## src/sv/b64d_pkg.sv

```systemverilog
// b64d_pkg: types, constants and the character map for the base64 decoder
// no dependencies; imported by the front, queue, back, top level and test
package b64d_pkg;

	// default depth of the job queue between front and back
	localparam int unsigned QueueDepth = 4;

	// character codes of the alphabet boundaries
	localparam logic [7:0] CharUpperA = 8'h41;
	localparam logic [7:0] CharUpperZ = 8'h5a;
	localparam logic [7:0] CharLowerA = 8'h61;
	localparam logic [7:0] CharLowerZ = 8'h7a;
	localparam logic [7:0] CharDigit0 = 8'h30;
	localparam logic [7:0] CharDigit9 = 8'h39;
	localparam logic [7:0] CharPlus   = 8'h2b;
	localparam logic [7:0] CharSlash  = 8'h2f;

	// offsets that move each character range onto its sextet values
	localparam logic [7:0] OffsLower = 8'd71;   // 'a' - 26
	localparam logic [7:0] OffsDigit = 8'd4;    // added: '0' + 4 gives 52
	localparam logic [5:0] SextetPlus  = 6'd62;
	localparam logic [5:0] SextetSlash = 6'd63;

	// one map result: invalid flag and the sextet value
	typedef struct packed {
		logic       invalid;
		logic [5:0] value;
	} sextet_t;

	// one queued job: up to three results caused by one character
	typedef struct packed {
		logic [2:0][7:0] bytes;     // byte of result i at index i
		logic [1:0]      num;       // results in this job, 1 to 3
		logic            has;       // results carry bytes
		logic            msg_end;   // the final result closes the message
		logic            stopped;   // message was halted early
	} job_t;

	// push side of the queue
	typedef struct packed {
		logic valid;
		job_t job;
	} push_t;

	// head of the queue as seen by the back end
	typedef struct packed {
		logic valid;
		job_t job;
	} head_t;

	// map one character onto its sextet
	function automatic sextet_t sextet_of(logic [7:0] c);
		sextet_t    s;
		logic [7:0] d;
		s.invalid = 1'b0;
		s.value   = '0;
		d         = '0;
		if (c >= CharUpperA && c <= CharUpperZ) begin
			d       = c - CharUpperA;
			s.value = d[5:0];
		end else if (c >= CharLowerA && c <= CharLowerZ) begin
			d       = c - OffsLower;
			s.value = d[5:0];
		end else if (c >= CharDigit0 && c <= CharDigit9) begin
			d       = c + OffsDigit;
			s.value = d[5:0];
		end else if (c == CharPlus) begin
			s.value = SextetPlus;
		end else if (c == CharSlash) begin
			s.value = SextetSlash;
		end else begin
			s.invalid = 1'b1;
		end
		return s;
	endfunction

endpackage

```

## src/sv/b64d_in_if.sv

```systemverilog
// b64d_in_if: character channel of the base64 decoder
// depends on nothing
interface b64d_in_if;
	logic       valid;
	logic       ready;
	logic [7:0] in_char;
	logic       char_last;

	modport source (output valid, output in_char, output char_last, input ready);
	modport sink   (input valid, input in_char, input char_last, output ready);
endinterface

```

## src/sv/b64d_out_if.sv

```systemverilog
// b64d_out_if: result channel of the base64 decoder
// depends on nothing
interface b64d_out_if;
	logic       valid;
	logic       ready;
	logic [7:0] out_byte;
	logic       has_byte;
	logic       message_end;
	logic       stopped_early;

	modport source (output valid, output out_byte, output has_byte, output message_end,
		output stopped_early, input ready);
	modport sink   (input valid, input out_byte, input has_byte, input message_end,
		input stopped_early, output ready);
endinterface

```

## src/sv/b64d_front.sv

```systemverilog
// b64d_front: accepts characters, gathers sextets and builds result jobs
// depends on b64d_pkg and b64d_in_if
module b64d_front (
	input  logic              clk,
	input  logic              arst_n,
	b64d_in_if.sink           in_ch,
	input  logic              q_full,
	output b64d_pkg::push_t   push
);
	import b64d_pkg::*;

	logic [2:0][5:0] buf_q;
	logic [1:0]      cnt_q;
	logic            halted_q;

	logic            accept;
	sextet_t         sx;
	logic            take;
	logic            full_grp;
	logic [2:0][5:0] buf_n;
	logic [1:0]      cnt_n;
	logic            halted_n;
	logic [2:0][7:0] grp_bytes;
	logic [2:0][7:0] tail_bytes;

	assign in_ch.ready = !q_full;
	assign accept      = in_ch.valid && in_ch.ready;

	// classify the character and work out the next group state
	always_comb begin
		sx       = sextet_of(in_ch.in_char);
		take     = !halted_q && !sx.invalid;
		full_grp = take && (cnt_q == 2'd3);
		halted_n = halted_q || sx.invalid;
		buf_n    = buf_q;
		cnt_n    = cnt_q;
		if (full_grp) begin
			cnt_n = 2'd0;
		end else if (take) begin
			buf_n[cnt_q] = sx.value;
			cnt_n        = cnt_q + 2'd1;
		end
		// complete group: three bytes from the held sextets and the new one
		grp_bytes[0] = {buf_q[0], buf_q[1][5:4]};
		grp_bytes[1] = {buf_q[1][3:0], buf_q[2][5:2]};
		grp_bytes[2] = {buf_q[2][1:0], sx.value};
		// partial group flushed at the end of a message
		tail_bytes[0] = {buf_n[0], buf_n[1][5:4]};
		tail_bytes[1] = {buf_n[1][3:0], buf_n[2][5:2]};
		tail_bytes[2] = '0;
	end

	// job for the queue
	always_comb begin
		push.valid       = accept && (full_grp || in_ch.char_last);
		push.job.msg_end = in_ch.char_last;
		push.job.stopped = in_ch.char_last && halted_n;
		if (full_grp) begin
			push.job.bytes = grp_bytes;
			push.job.num   = 2'd3;
			push.job.has   = 1'b1;
		end else if (cnt_n >= 2'd2) begin
			push.job.bytes = tail_bytes;
			push.job.num   = cnt_n - 2'd1;
			push.job.has   = 1'b1;
		end else begin
			push.job.bytes = '0;
			push.job.num   = 2'd1;
			push.job.has   = 1'b0;
		end
	end

	// group state, cleared at the end of each message
	always_ff @(posedge clk or negedge arst_n) begin
		if (!arst_n) begin
			buf_q    <= '0;
			cnt_q    <= '0;
			halted_q <= 1'b0;
		end else if (accept) begin
			if (in_ch.char_last) begin
				buf_q    <= '0;
				cnt_q    <= '0;
				halted_q <= 1'b0;
			end else begin
				buf_q    <= buf_n;
				cnt_q    <= cnt_n;
				halted_q <= halted_n;
			end
		end
	end

	// halted message holds its group, a full group always clears the count
	a_halt_holds: assert property (@(posedge clk) disable iff (!arst_n)
		accept && halted_q && !in_ch.char_last |=> $stable(cnt_q) && halted_q)
		else $error("halted message changed group state");
	a_full_clears: assert property (@(posedge clk) disable iff (!arst_n)
		accept && full_grp && !in_ch.char_last |=> cnt_q == 2'd0)
		else $error("complete group did not clear the count");
	a_push_ready: assert property (@(posedge clk) disable iff (!arst_n)
		push.valid |-> !q_full)
		else $error("job pushed into a full queue");

endmodule

```

## src/sv/b64d_queue.sv

```systemverilog
// b64d_queue: short job queue that decouples the front end from the back end
// depends on b64d_pkg
module b64d_queue #(
	parameter int unsigned DEPTH = b64d_pkg::QueueDepth
) (
	input  logic            clk,
	input  logic            arst_n,
	input  b64d_pkg::push_t push,
	output logic            full,
	output b64d_pkg::head_t head,
	input  logic            pop
);
	import b64d_pkg::*;

	localparam int unsigned PW = $clog2(DEPTH);
	localparam int unsigned CW = $clog2(DEPTH + 1);

	job_t          mem_q [DEPTH];
	logic [PW-1:0] wr_ptr_q;
	logic [PW-1:0] rd_ptr_q;
	logic [CW-1:0] count_q;

	assign full       = (count_q == CW'(DEPTH));
	assign head.valid = (count_q != '0);
	assign head.job   = mem_q[rd_ptr_q];

	// job storage
	always_ff @(posedge clk) begin
		if (push.valid) begin
			mem_q[wr_ptr_q] <= push.job;
		end
	end

	// pointers and fill count
	always_ff @(posedge clk or negedge arst_n) begin
		if (!arst_n) begin
			wr_ptr_q <= '0;
			rd_ptr_q <= '0;
			count_q  <= '0;
		end else begin
			if (push.valid) begin
				wr_ptr_q <= (wr_ptr_q == PW'(DEPTH - 1)) ? '0 : wr_ptr_q + 1'b1;
			end
			if (pop) begin
				rd_ptr_q <= (rd_ptr_q == PW'(DEPTH - 1)) ? '0 : rd_ptr_q + 1'b1;
			end
			if (push.valid && !pop) begin
				count_q <= count_q + 1'b1;
			end else if (pop && !push.valid) begin
				count_q <= count_q - 1'b1;
			end
		end
	end

	a_no_overflow: assert property (@(posedge clk) disable iff (!arst_n)
		count_q <= CW'(DEPTH))
		else $error("queue count beyond depth");
	a_pop_nonempty: assert property (@(posedge clk) disable iff (!arst_n)
		pop |-> head.valid)
		else $error("pop from an empty queue");
	a_count_up: assert property (@(posedge clk) disable iff (!arst_n)
		push.valid && !pop |=> count_q == $past(count_q) + 1'b1)
		else $error("push lost in queue count");

endmodule

```

## src/sv/b64d_back.sv

```systemverilog
// b64d_back: emits the results of each queued job, one transfer per cycle while the receiver is ready
// depends on b64d_pkg and b64d_out_if
module b64d_back (
	input  logic            clk,
	input  logic            arst_n,
	input  b64d_pkg::head_t head,
	output logic            pop,
	b64d_out_if.source      out_ch
);
	import b64d_pkg::*;

	logic [1:0] sub_q;
	logic       last_sub;
	logic       xfer;

	assign last_sub = (sub_q == head.job.num - 2'd1);
	assign xfer     = out_ch.valid && out_ch.ready;
	assign pop      = xfer && last_sub;

	// result fields of the current job entry
	always_comb begin
		out_ch.valid         = head.valid;
		out_ch.has_byte      = head.job.has;
		out_ch.out_byte      = head.job.has ? head.job.bytes[sub_q] : '0;
		out_ch.message_end   = head.job.msg_end && last_sub;
		out_ch.stopped_early = head.job.stopped && last_sub;
	end

	// position within the current job
	always_ff @(posedge clk or negedge arst_n) begin
		if (!arst_n) begin
			sub_q <= '0;
		end else if (xfer) begin
			sub_q <= last_sub ? 2'd0 : sub_q + 2'd1;
		end
	end

	a_sub_in_job: assert property (@(posedge clk) disable iff (!arst_n)
		head.valid |-> (head.job.num != 2'd0) && (sub_q < head.job.num))
		else $error("result index outside its job");
	a_idle_sub: assert property (@(posedge clk) disable iff (!arst_n)
		!head.valid |-> sub_q == 2'd0)
		else $error("result index left over with an empty queue");
	a_stop_on_end: assert property (@(posedge clk) disable iff (!arst_n)
		out_ch.valid && out_ch.stopped_early |-> out_ch.message_end)
		else $error("early stop flagged off the end result");

endmodule

```

## src/sv/base64_decoder.sv

```systemverilog
// base64_decoder: streaming base64 decoder, top level
// depends on b64d_pkg, b64d_in_if, b64d_out_if, b64d_front, b64d_queue, b64d_back
//
// Takes one character per transfer and gives decoded bytes one per transfer. The front
// end accepts a character every cycle while the job queue has room; characters that
// complete a group of four, or end a message, push one job of one to three results.
// The back end drains a job at one result per cycle while the receiver is ready, so
// the front end keeps accepting while a complete group goes out. Four characters give
// at most three results, so one character per cycle is sustained while the receiver
// is ready; the queue depth (QUEUE_DEPTH jobs) sets how long the output may stall
// before input is held off. Every result is registered in the job queue first.
module base64_decoder #(
	parameter int unsigned QUEUE_DEPTH = b64d_pkg::QueueDepth
) (
	input  logic       clk,
	input  logic       arst_n,
	b64d_in_if.sink    in_ch,
	b64d_out_if.source out_ch
);
	import b64d_pkg::*;

	push_t push;
	head_t head;
	logic  q_full;
	logic  pop;

	b64d_front u_front (
		.clk    (clk),
		.arst_n (arst_n),
		.in_ch  (in_ch),
		.q_full (q_full),
		.push   (push)
	);

	b64d_queue #(
		.DEPTH (QUEUE_DEPTH)
	) u_queue (
		.clk    (clk),
		.arst_n (arst_n),
		.push   (push),
		.full   (q_full),
		.head   (head),
		.pop    (pop)
	);

	b64d_back u_back (
		.clk    (clk),
		.arst_n (arst_n),
		.head   (head),
		.pop    (pop),
		.out_ch (out_ch)
	);

endmodule

```

## src/flat_wrapper.sv

```systemverilog
// flat-port wrapper written by rule: the top's interface ports become plain ports
module base64_decoder_flat import b64d_pkg::*;
#(
	parameter int unsigned QUEUE_DEPTH = b64d_pkg::QueueDepth
)
  (clk, arst_n, in_ch_valid, in_ch_in_char, in_ch_char_last, in_ch_ready, out_ch_valid, out_ch_out_byte, out_ch_has_byte, out_ch_message_end, out_ch_stopped_early, out_ch_ready);
  b64d_in_if in_ch_i ();
  b64d_out_if out_ch_i ();
  input  logic clk;
  input  logic arst_n;
  input wire logic [$bits(in_ch_i.valid)-1:0] in_ch_valid;
  input wire logic [$bits(in_ch_i.in_char)-1:0] in_ch_in_char;
  input wire logic [$bits(in_ch_i.char_last)-1:0] in_ch_char_last;
  output wire logic [$bits(in_ch_i.ready)-1:0] in_ch_ready;
  output wire logic [$bits(out_ch_i.valid)-1:0] out_ch_valid;
  output wire logic [$bits(out_ch_i.out_byte)-1:0] out_ch_out_byte;
  output wire logic [$bits(out_ch_i.has_byte)-1:0] out_ch_has_byte;
  output wire logic [$bits(out_ch_i.message_end)-1:0] out_ch_message_end;
  output wire logic [$bits(out_ch_i.stopped_early)-1:0] out_ch_stopped_early;
  input wire logic [$bits(out_ch_i.ready)-1:0] out_ch_ready;
  assign in_ch_i.valid = in_ch_valid;
  assign in_ch_i.in_char = in_ch_in_char;
  assign in_ch_i.char_last = in_ch_char_last;
  assign in_ch_ready = in_ch_i.ready;
  assign out_ch_valid = out_ch_i.valid;
  assign out_ch_out_byte = out_ch_i.out_byte;
  assign out_ch_has_byte = out_ch_i.has_byte;
  assign out_ch_message_end = out_ch_i.message_end;
  assign out_ch_stopped_early = out_ch_i.stopped_early;
  assign out_ch_i.ready = out_ch_ready;
  base64_decoder #(.QUEUE_DEPTH(QUEUE_DEPTH)) u_core (.clk(clk), .arst_n(arst_n), .in_ch(in_ch_i), .out_ch(out_ch_i));
endmodule
```

## config.mk

```make
export PLATFORM = sky130hd
export DESIGN_NAME = base64_decoder_flat
export DESIGN_NICKNAME = d
export VERILOG_FILES = /design/src/sv/b64d_pkg.sv /design/src/sv/b64d_in_if.sv /design/src/sv/b64d_out_if.sv /design/src/sv/b64d_front.sv /design/src/sv/b64d_queue.sv /design/src/sv/b64d_back.sv /design/src/sv/base64_decoder.sv /design/src/flat_wrapper.sv
export SDC_FILE = /design/constraint.sdc
export NUM_CORES = 1
export LEC_CHECK = 0
export BUFFER_PORTS_ARGS = -buffer_cell sky130_fd_sc_hd__buf_2
export CAP_MARGIN = 5
export CORE_MARGIN = 4
export CORE_UTILIZATION = 50
export CTS_CLUSTER_SIZE = 16
export DETAILED_ROUTE_END_ITERATION = 10
export GPL_ROUTABILITY_DRIVEN = 0
export PLACE_DENSITY = 0.66
export SETUP_SLACK_MARGIN = 0.15
export SKIP_CTS_REPAIR_TIMING = 1
export SYNTH_ARGS = -nofsm -noshare
export SYNTH_HDL_FRONTEND = slang
export SYNTH_SLANG_ARGS = --single-unit
```

## constraint.sdc

```tcl
create_clock -name clk -period 2.95 [get_ports clk]
set_input_delay 0 -clock clk [delete_from_list [all_inputs] [get_ports clk]]
set_output_delay 0 -clock clk [all_outputs]
set_load 0.005 [all_outputs]
```

==> Word level (Yosys, flattened, before mapping) <==
Memories as Yosys holds them, arrays and structs flattened.
Cells that the tools add are included.
{ "totals": {"ff_bits": 30, "ram_bits": 116, "inputBits": 13, "output_inout_bits": 13, "wordCells": 98, "memories": 1} }
{ "classes": {"addsub": 11, "order_cmp": 10, "eq_ne": 8, "muxes": 32, "n_reduce_logical": 26} }
{ "memory_table": {"columns": ["name", "depth", "width", "read_ports", "rd_clocked_by_memory_dff", "wr", "line", "rtl"], "rows": [
  ["u_core.u_queue.mem_q", 4, 29, 1, 0, 1, "b64d_queue.sv:18", "job_t mem_q [DEPTH];"]
]} }
{ "ops": {"columns": ["cell", "count"], "rows": [
  ["two-way mux 18 bit", 3],
  ["two-way mux 6 bit", 6],
  ["two-way mux 27 bit", 1],
  ["two-way mux 19 bit", 1],
  ["bitwise mux 18 bit", 1],
  ["binary-select mux 8 bit (select 2 bit)", 1],
  ["== test 8 x 6 -> 1 bit, second input constant", 2],
  ["greater-or-equal comparator 8 x 7 -> 1 bit, second input constant", 2],
  ["<= comparator 8 x 7 -> 1 bit, second input constant", 2],
  ["two-way mux 8 bit", 2],
  ["logical AND 1 bit", 15],
  ["demux 6 bit (select 2 bit)", 1],
  ["two-way mux 2 bit", 6],
  ["adder 2 x 1 -> 2 bit, second input constant", 4],
  ["greater-or-equal comparator 8 x 6 -> 1 bit, second input constant", 1],
  ["<= comparator 8 x 6 -> 1 bit, second input constant", 1],
  ["two-way mux 1 bit", 8],
  ["adder 6 x 3 -> 6 bit, second input constant", 1],
  ["== test 2 bit, second input constant", 3],
  ["less-than comparator 2 x 3 -> 1 bit, second input constant", 2],
  ["two-way mux 3 bit", 2],
  ["subtractor 6 x 1 -> 6 bit, second input constant", 1],
  ["subtractor 6 x 3 -> 6 bit, second input constant", 1],
  ["logical NOT 1 bit", 5],
  ["12 further kinds", 15]
]} }

==> Depth between registers and ports, before layout <==
{ "depth": {"ltp_word": 15, "ltp_mapped": 15, "depth_no_buf": 13} }

==> Cells and area by module <==
A second synthesis with hierarchy kept.
{ "hier_totals": {"cells_unflattened": 437, "area_unflattened_um2": 6890.4} }
{ "modules_own_cells": {"columns": ["mod", "n_inst", "cells_each", "area_each_um2", "seq_area_each_um2"], "rows": [
  ["b64d_queue", 1, 188, 4601.9, 3658.5],
  ["b64d_front", 1, 195, 1895.6, 525.5],
  ["b64d_back", 1, 54, 392.9, 50.0]
]} }

==> Worst setup path after synthesis <==
Ideal clock, no wire load.
{ "synth_path": {"path_type": "input-to-reg", "from": "in in_ch_in_char[1]", "to": "reg u_core.u_queue.count_q[1]", "setup_ps": 125, "t_arrival_ps": 2730, "required_time_ps": 2825, "path_slack_ps": 96, "stages": 13, "path_buffers": 2, "cell_sequence": "clkbuf_1 -> inv_1 -> ha_1 -> or3b_1 -> and3_4 -> buf_6 -> o21a_4 -> o211ai_4 -> a21oi_4 -> ha_1 -> inv_1 -> fa_1 -> mux2_2"} }
{ "synth_lines": {"columns": ["element", "line", "rtl"], "rows": [
  ["start, declared", "flat_wrapper.sv:12", "input wire logic [$bits(in_ch_i.in_char)-1:0] in_ch_in_char;"],
  ["end signal, assigned", "b64d_queue.sv:48", "count_q <= count_q + 1'b1;"],
  ["end signal, assigned", "b64d_queue.sv:50", "count_q <= count_q - 1'b1;"],
  ["end, declared", "b64d_queue.sv:21", "logic [CW-1:0] count_q;"]
]} }

==> Final worst setup path <==
{ "layout_path": {"from": "reg u_core.u_queue.rd_ptr_q[0]", "to": "reg u_core.u_queue.count_q[1]"} }
{ "layout_via": {"elab_chain_len": 7, "word_cells_on_any_way": 9, "cone_classes": "1 x add/sub; 1 x eq/ne; 1 x mux; 5 x reduce/logical; 1 x memory"} }
{ "layout_lines": {"columns": ["element", "line", "rtl"], "rows": [
  ["start, declared", "b64d_queue.sv:20", "logic [PW-1:0] rd_ptr_q;"],
  ["start signal, assigned", "b64d_queue.sv:45", "rd_ptr_q <= (rd_ptr_q == PW'(DEPTH - 1)) ? '0 : rd_ptr_q + 1'b1;"],
  ["memory read (4 x 29 bit) *", null, null],
  ["subtractor 2 x 1 -> 2 bit *", "b64d_back.sv:16", "assign last_sub = (sub_q == head.job.num - 2'd1);"],
  ["== test 2 bit *", "b64d_back.sv:16", null],
  ["logical AND 1 bit *", "b64d_back.sv:18", "assign pop = xfer && last_sub;"],
  ["logical NOT 1 bit", "b64d_queue.sv:47", "if (push.valid && !pop) begin"],
  ["logical AND 1 bit", "b64d_queue.sv:47", null],
  ["two-way mux 3 bit / nonzero test 2 bit (equally long branches)", null, null]
]} }
Mark *: on every way between the ends. The rest lies on a longest branch, timed or not.
A chain may end at the register's enable or synchronous reset.

==> out/qor.yml <==
logic_synthesis:
  avgSynthCellArea_um2: 14.26
  synthCells: 499
  synth_warnings: 0
  synth_edf_count: 116
  synth_seq_area_share_pct: 59.51
  synth_top_area_share_pct: 48.96
  synth_area_um2: 7114
  synth_ff_type: "edfxtp_1"
  synth.distinct_cells: 74
  synth.most_common_cell: "edfxtp_1"
  synth_commonest_cells: "edfxtp_1, nand2_1, dfrtp_1"
  async_flop_share_pct: 20.55
  synth_area_leaders: "edfxtp_1, dfrtp_1, mux4_2"
  yosys.area.top_type: "edfxtp_1"
  synth_fp_nets: 531
  ys_seq_elements: 146
place:
  post_dp_cell_area_um2: 7537
  dp.cells: 706
  hpwlAfterDp_um: 10020
  io_buffer_count: 25
clock_tree:
  cts_sinks: 146
  cts.clk_slew.worst_paths_ps: 60
  clock_latency_ps: 420
  cts_tree: "yes"
  cts_buffers: 17
  root_buffer: "clkbuf_16"
  htreeDepth: 4
  cts_buffer_depth: 2
global_route:
  gr-total-overflow: 0
  grt_usage_pct: 19.86
  antenna_found_initial: 0
  grt_pass1_vias: 4543
  grt_start_max_net_pins: 31
  grt_pass1_wl_um: 24580
sta:
  setup_viol: 0
  finalHoldViolations: 0
  slew-limit-headroom_pct: 51.56
  skew_ps: 7.113
  fin_crit_sh_pct: 91.23
  min_period_ps: 2691
  grt_setup_unrepaired: "false"
  fmax_mhz: 371.6
  slew_viol_final: 0
  tightestPinTransition_ps: 726.5
finish:
  fin_cells: 747
  num_antenna_cells: 0
  syn2layout_area_growth_pct: 15.92
  fin_nets: 586
  layout-drive-gt1-share_pct: 25.93
  fillCellCount: 1082
  fin_area_um2: 8247
floorplan:
  io_pins: 26
  rows: 43
  core_region_area_um2: 13930
  die-area_um2: 16200
  initial_utilization_pct: 51.06
  die_w_um: 127.3
  die_h_um: 127.3
pwr:
  power.density_nw_per_um2: 887.4
  pwr-share-comb_pct: 32.3
  leakage_nw: 3.030
  swShare_pct: 30.54
  fin_total_pwr_mw: 7.318
  clkPwrFrac_pct: 29.6
  vdd_drop_max_v: 0.0005943
  p_seq_share_pct: 38.1
  p_sw_mw: 2.235
  power.internal_mw: 5.083
detailed_routing:
  drt_wl_total_um: 15210
  wl_per_cell_um: 20.36
  viasPerCell: 6.116
  drt_first_iter_violations: 480
  dr_total_vias: 4569
  detail-route-antenna-nets: 0
  drc_errors: 0
  first_pass_iters: 6
worst_setup_path:
  cp.required_ps: 3260
  critPathMaxFanout: 4
  endpoint_kind: "flop"
  critPathLaunchType: "flop"
  cp.arrival_ps: 3000
  path_class: "flop to flop"
run_status:
  status: "completed"
job:
  cap_violations: 0
min_path:
  hp-class: "input pin to flop"
## layout make-up
type | count | area [um^2] | area share, %
Sequential cell | 146 | 4235 | 51.36
Multi-Input combinational cell | 306 | 2708 | 32.83
Clock inverter | 15 | 178.9 | 2.170
Tap cell | 180 | 225.2 | 2.731
Inverter | 25 | 93.84 | 1.138
Timing Repair Buffer | 58 | 380.4 | 4.612
Clock buffer | 17 | 425.4 | 5.159
## metrics by stage
step,hold WS (ps),setup TNS (ps),util [%],worst slack [ps]
3_3_place_gp,95.02,0,54.09,86.90
6_report,82.63,0,59.18,258.8
3_5_place_dp,98.61,-3.253,54.09,-3.253
4_1_cts,-352.2,-49.61,58.43,-49.61
5_1_grt,79.23,0,59.18,118.3
2_1_floorplan,-295.6,0,-,160.9
## power groups by stage
| stage | logic (mW) | registers [mW] | clock network, mW |
|---|---|---|---|
| final | 2.36 | 2.79 | 2.17 |
| after global routing | 2.60 | 2.82 | 2.32 |
| after CTS | 2.29 | 2.78 | 2.21 |
| after detailed placement | 2.28 | 2.82 | 0 |
| after global placement | 2.25 | 2.79 | 0 |
| after floorplan | 1.63 | 2.77 | 0 |
## layer usage
| layer | part of all wire (%) | track usage [%] | vias up |
|---|---|---|---|
| li1 | - | - | 2053 |
| met1 | 44 | 27.39 | 2317 |
| met2 | 48 | 31.68 | 172 |
| met3 | 6.2 | 4.849 | 27 |
| met4 | 1.4 | 5.741 | 0 |
| met5 | 0 | 0 | - |
## registers in the layout, summed over array words and instances, names as in the netlist
name	count
u_core.u_front.buf_q	18
u_core.u_queue.wr_ptr_q	2
u_core.u_back.sub_q	2
u_core.u_queue.count_q	3
u_core.u_front.halted_q	1
u_core.u_queue.rd_ptr_q	2
u_core.u_front.cnt_q	2
u_core.u_queue.mem_q	116
## critical path: stages (launching register included)
cell	delay, ps
dfrtp_2	410
mux4_2	570
xnor2_2	190
nor2_1	120
a22oi_2	90
or2_4	290
ha_4	160
inv_1	60
fa_2	420
mux2_2	260
## final timing paths
kind,start,end,slack [ps],depth (start not counted)
worst max-delay path,u_core.u_queue.rd_ptr_q[0]$_DFFE_PN0P_,u_core.u_queue.count_q[1]$_DFFE_PN0P_,260,9
worst min-delay path,in_ch_valid,u_core.u_front.halted_q$_DFFE_PN0P_,80,3
worst max register to register,u_core.u_queue.rd_ptr_q[0]$_DFFE_PN0P_,u_core.u_queue.count_q[1]$_DFFE_PN0P_,260,9
worst min register to register,u_core.u_queue.count_q[2]$_DFFE_PN0P_,u_core.u_queue.count_q[2]$_DFFE_PN0P_,490,1
max in group asynchronous,arst_n,u_core.u_queue.rd_ptr_q[0]$_DFFE_PN0P_,2240,2
min in group asynchronous,arst_n,u_core.u_back.sub_q[1]$_DFFE_PN0P_,200,2
## logic make-up after synthesis
family	synth area share, %
AOI/OAI and AO/OA	12.56
xor gates and xnor gates	0.4925
muxes	11.36
buffers and inverters	2.849
adders and majority gates	3.447
and+or+nand+nor	9.778
DFF	59.51
## placed cells by master, fill, tap and decap left out, types with 4 or more instances in the layout
master,count
nand3_1,7
inv_1,25
ha_1,17
nand2_1,37
clkbuf_16,17
nand2b_1,9
o22ai_1,9
and2_1,18
nor2b_1,8
a21o_1,5
nand4_1,4
o2bb2ai_1,11
nor2_1,25
nor3_1,7
buf_2,25
dfrtp_1,29
o21ai_0,13
a21oi_1,11
mux4_2,29
o221ai_1,12
edfxtp_1,116
mux2i_1,8
mux2_2,4
buf_4,30
Note: power is estimated with default switching activity, not from simulation.
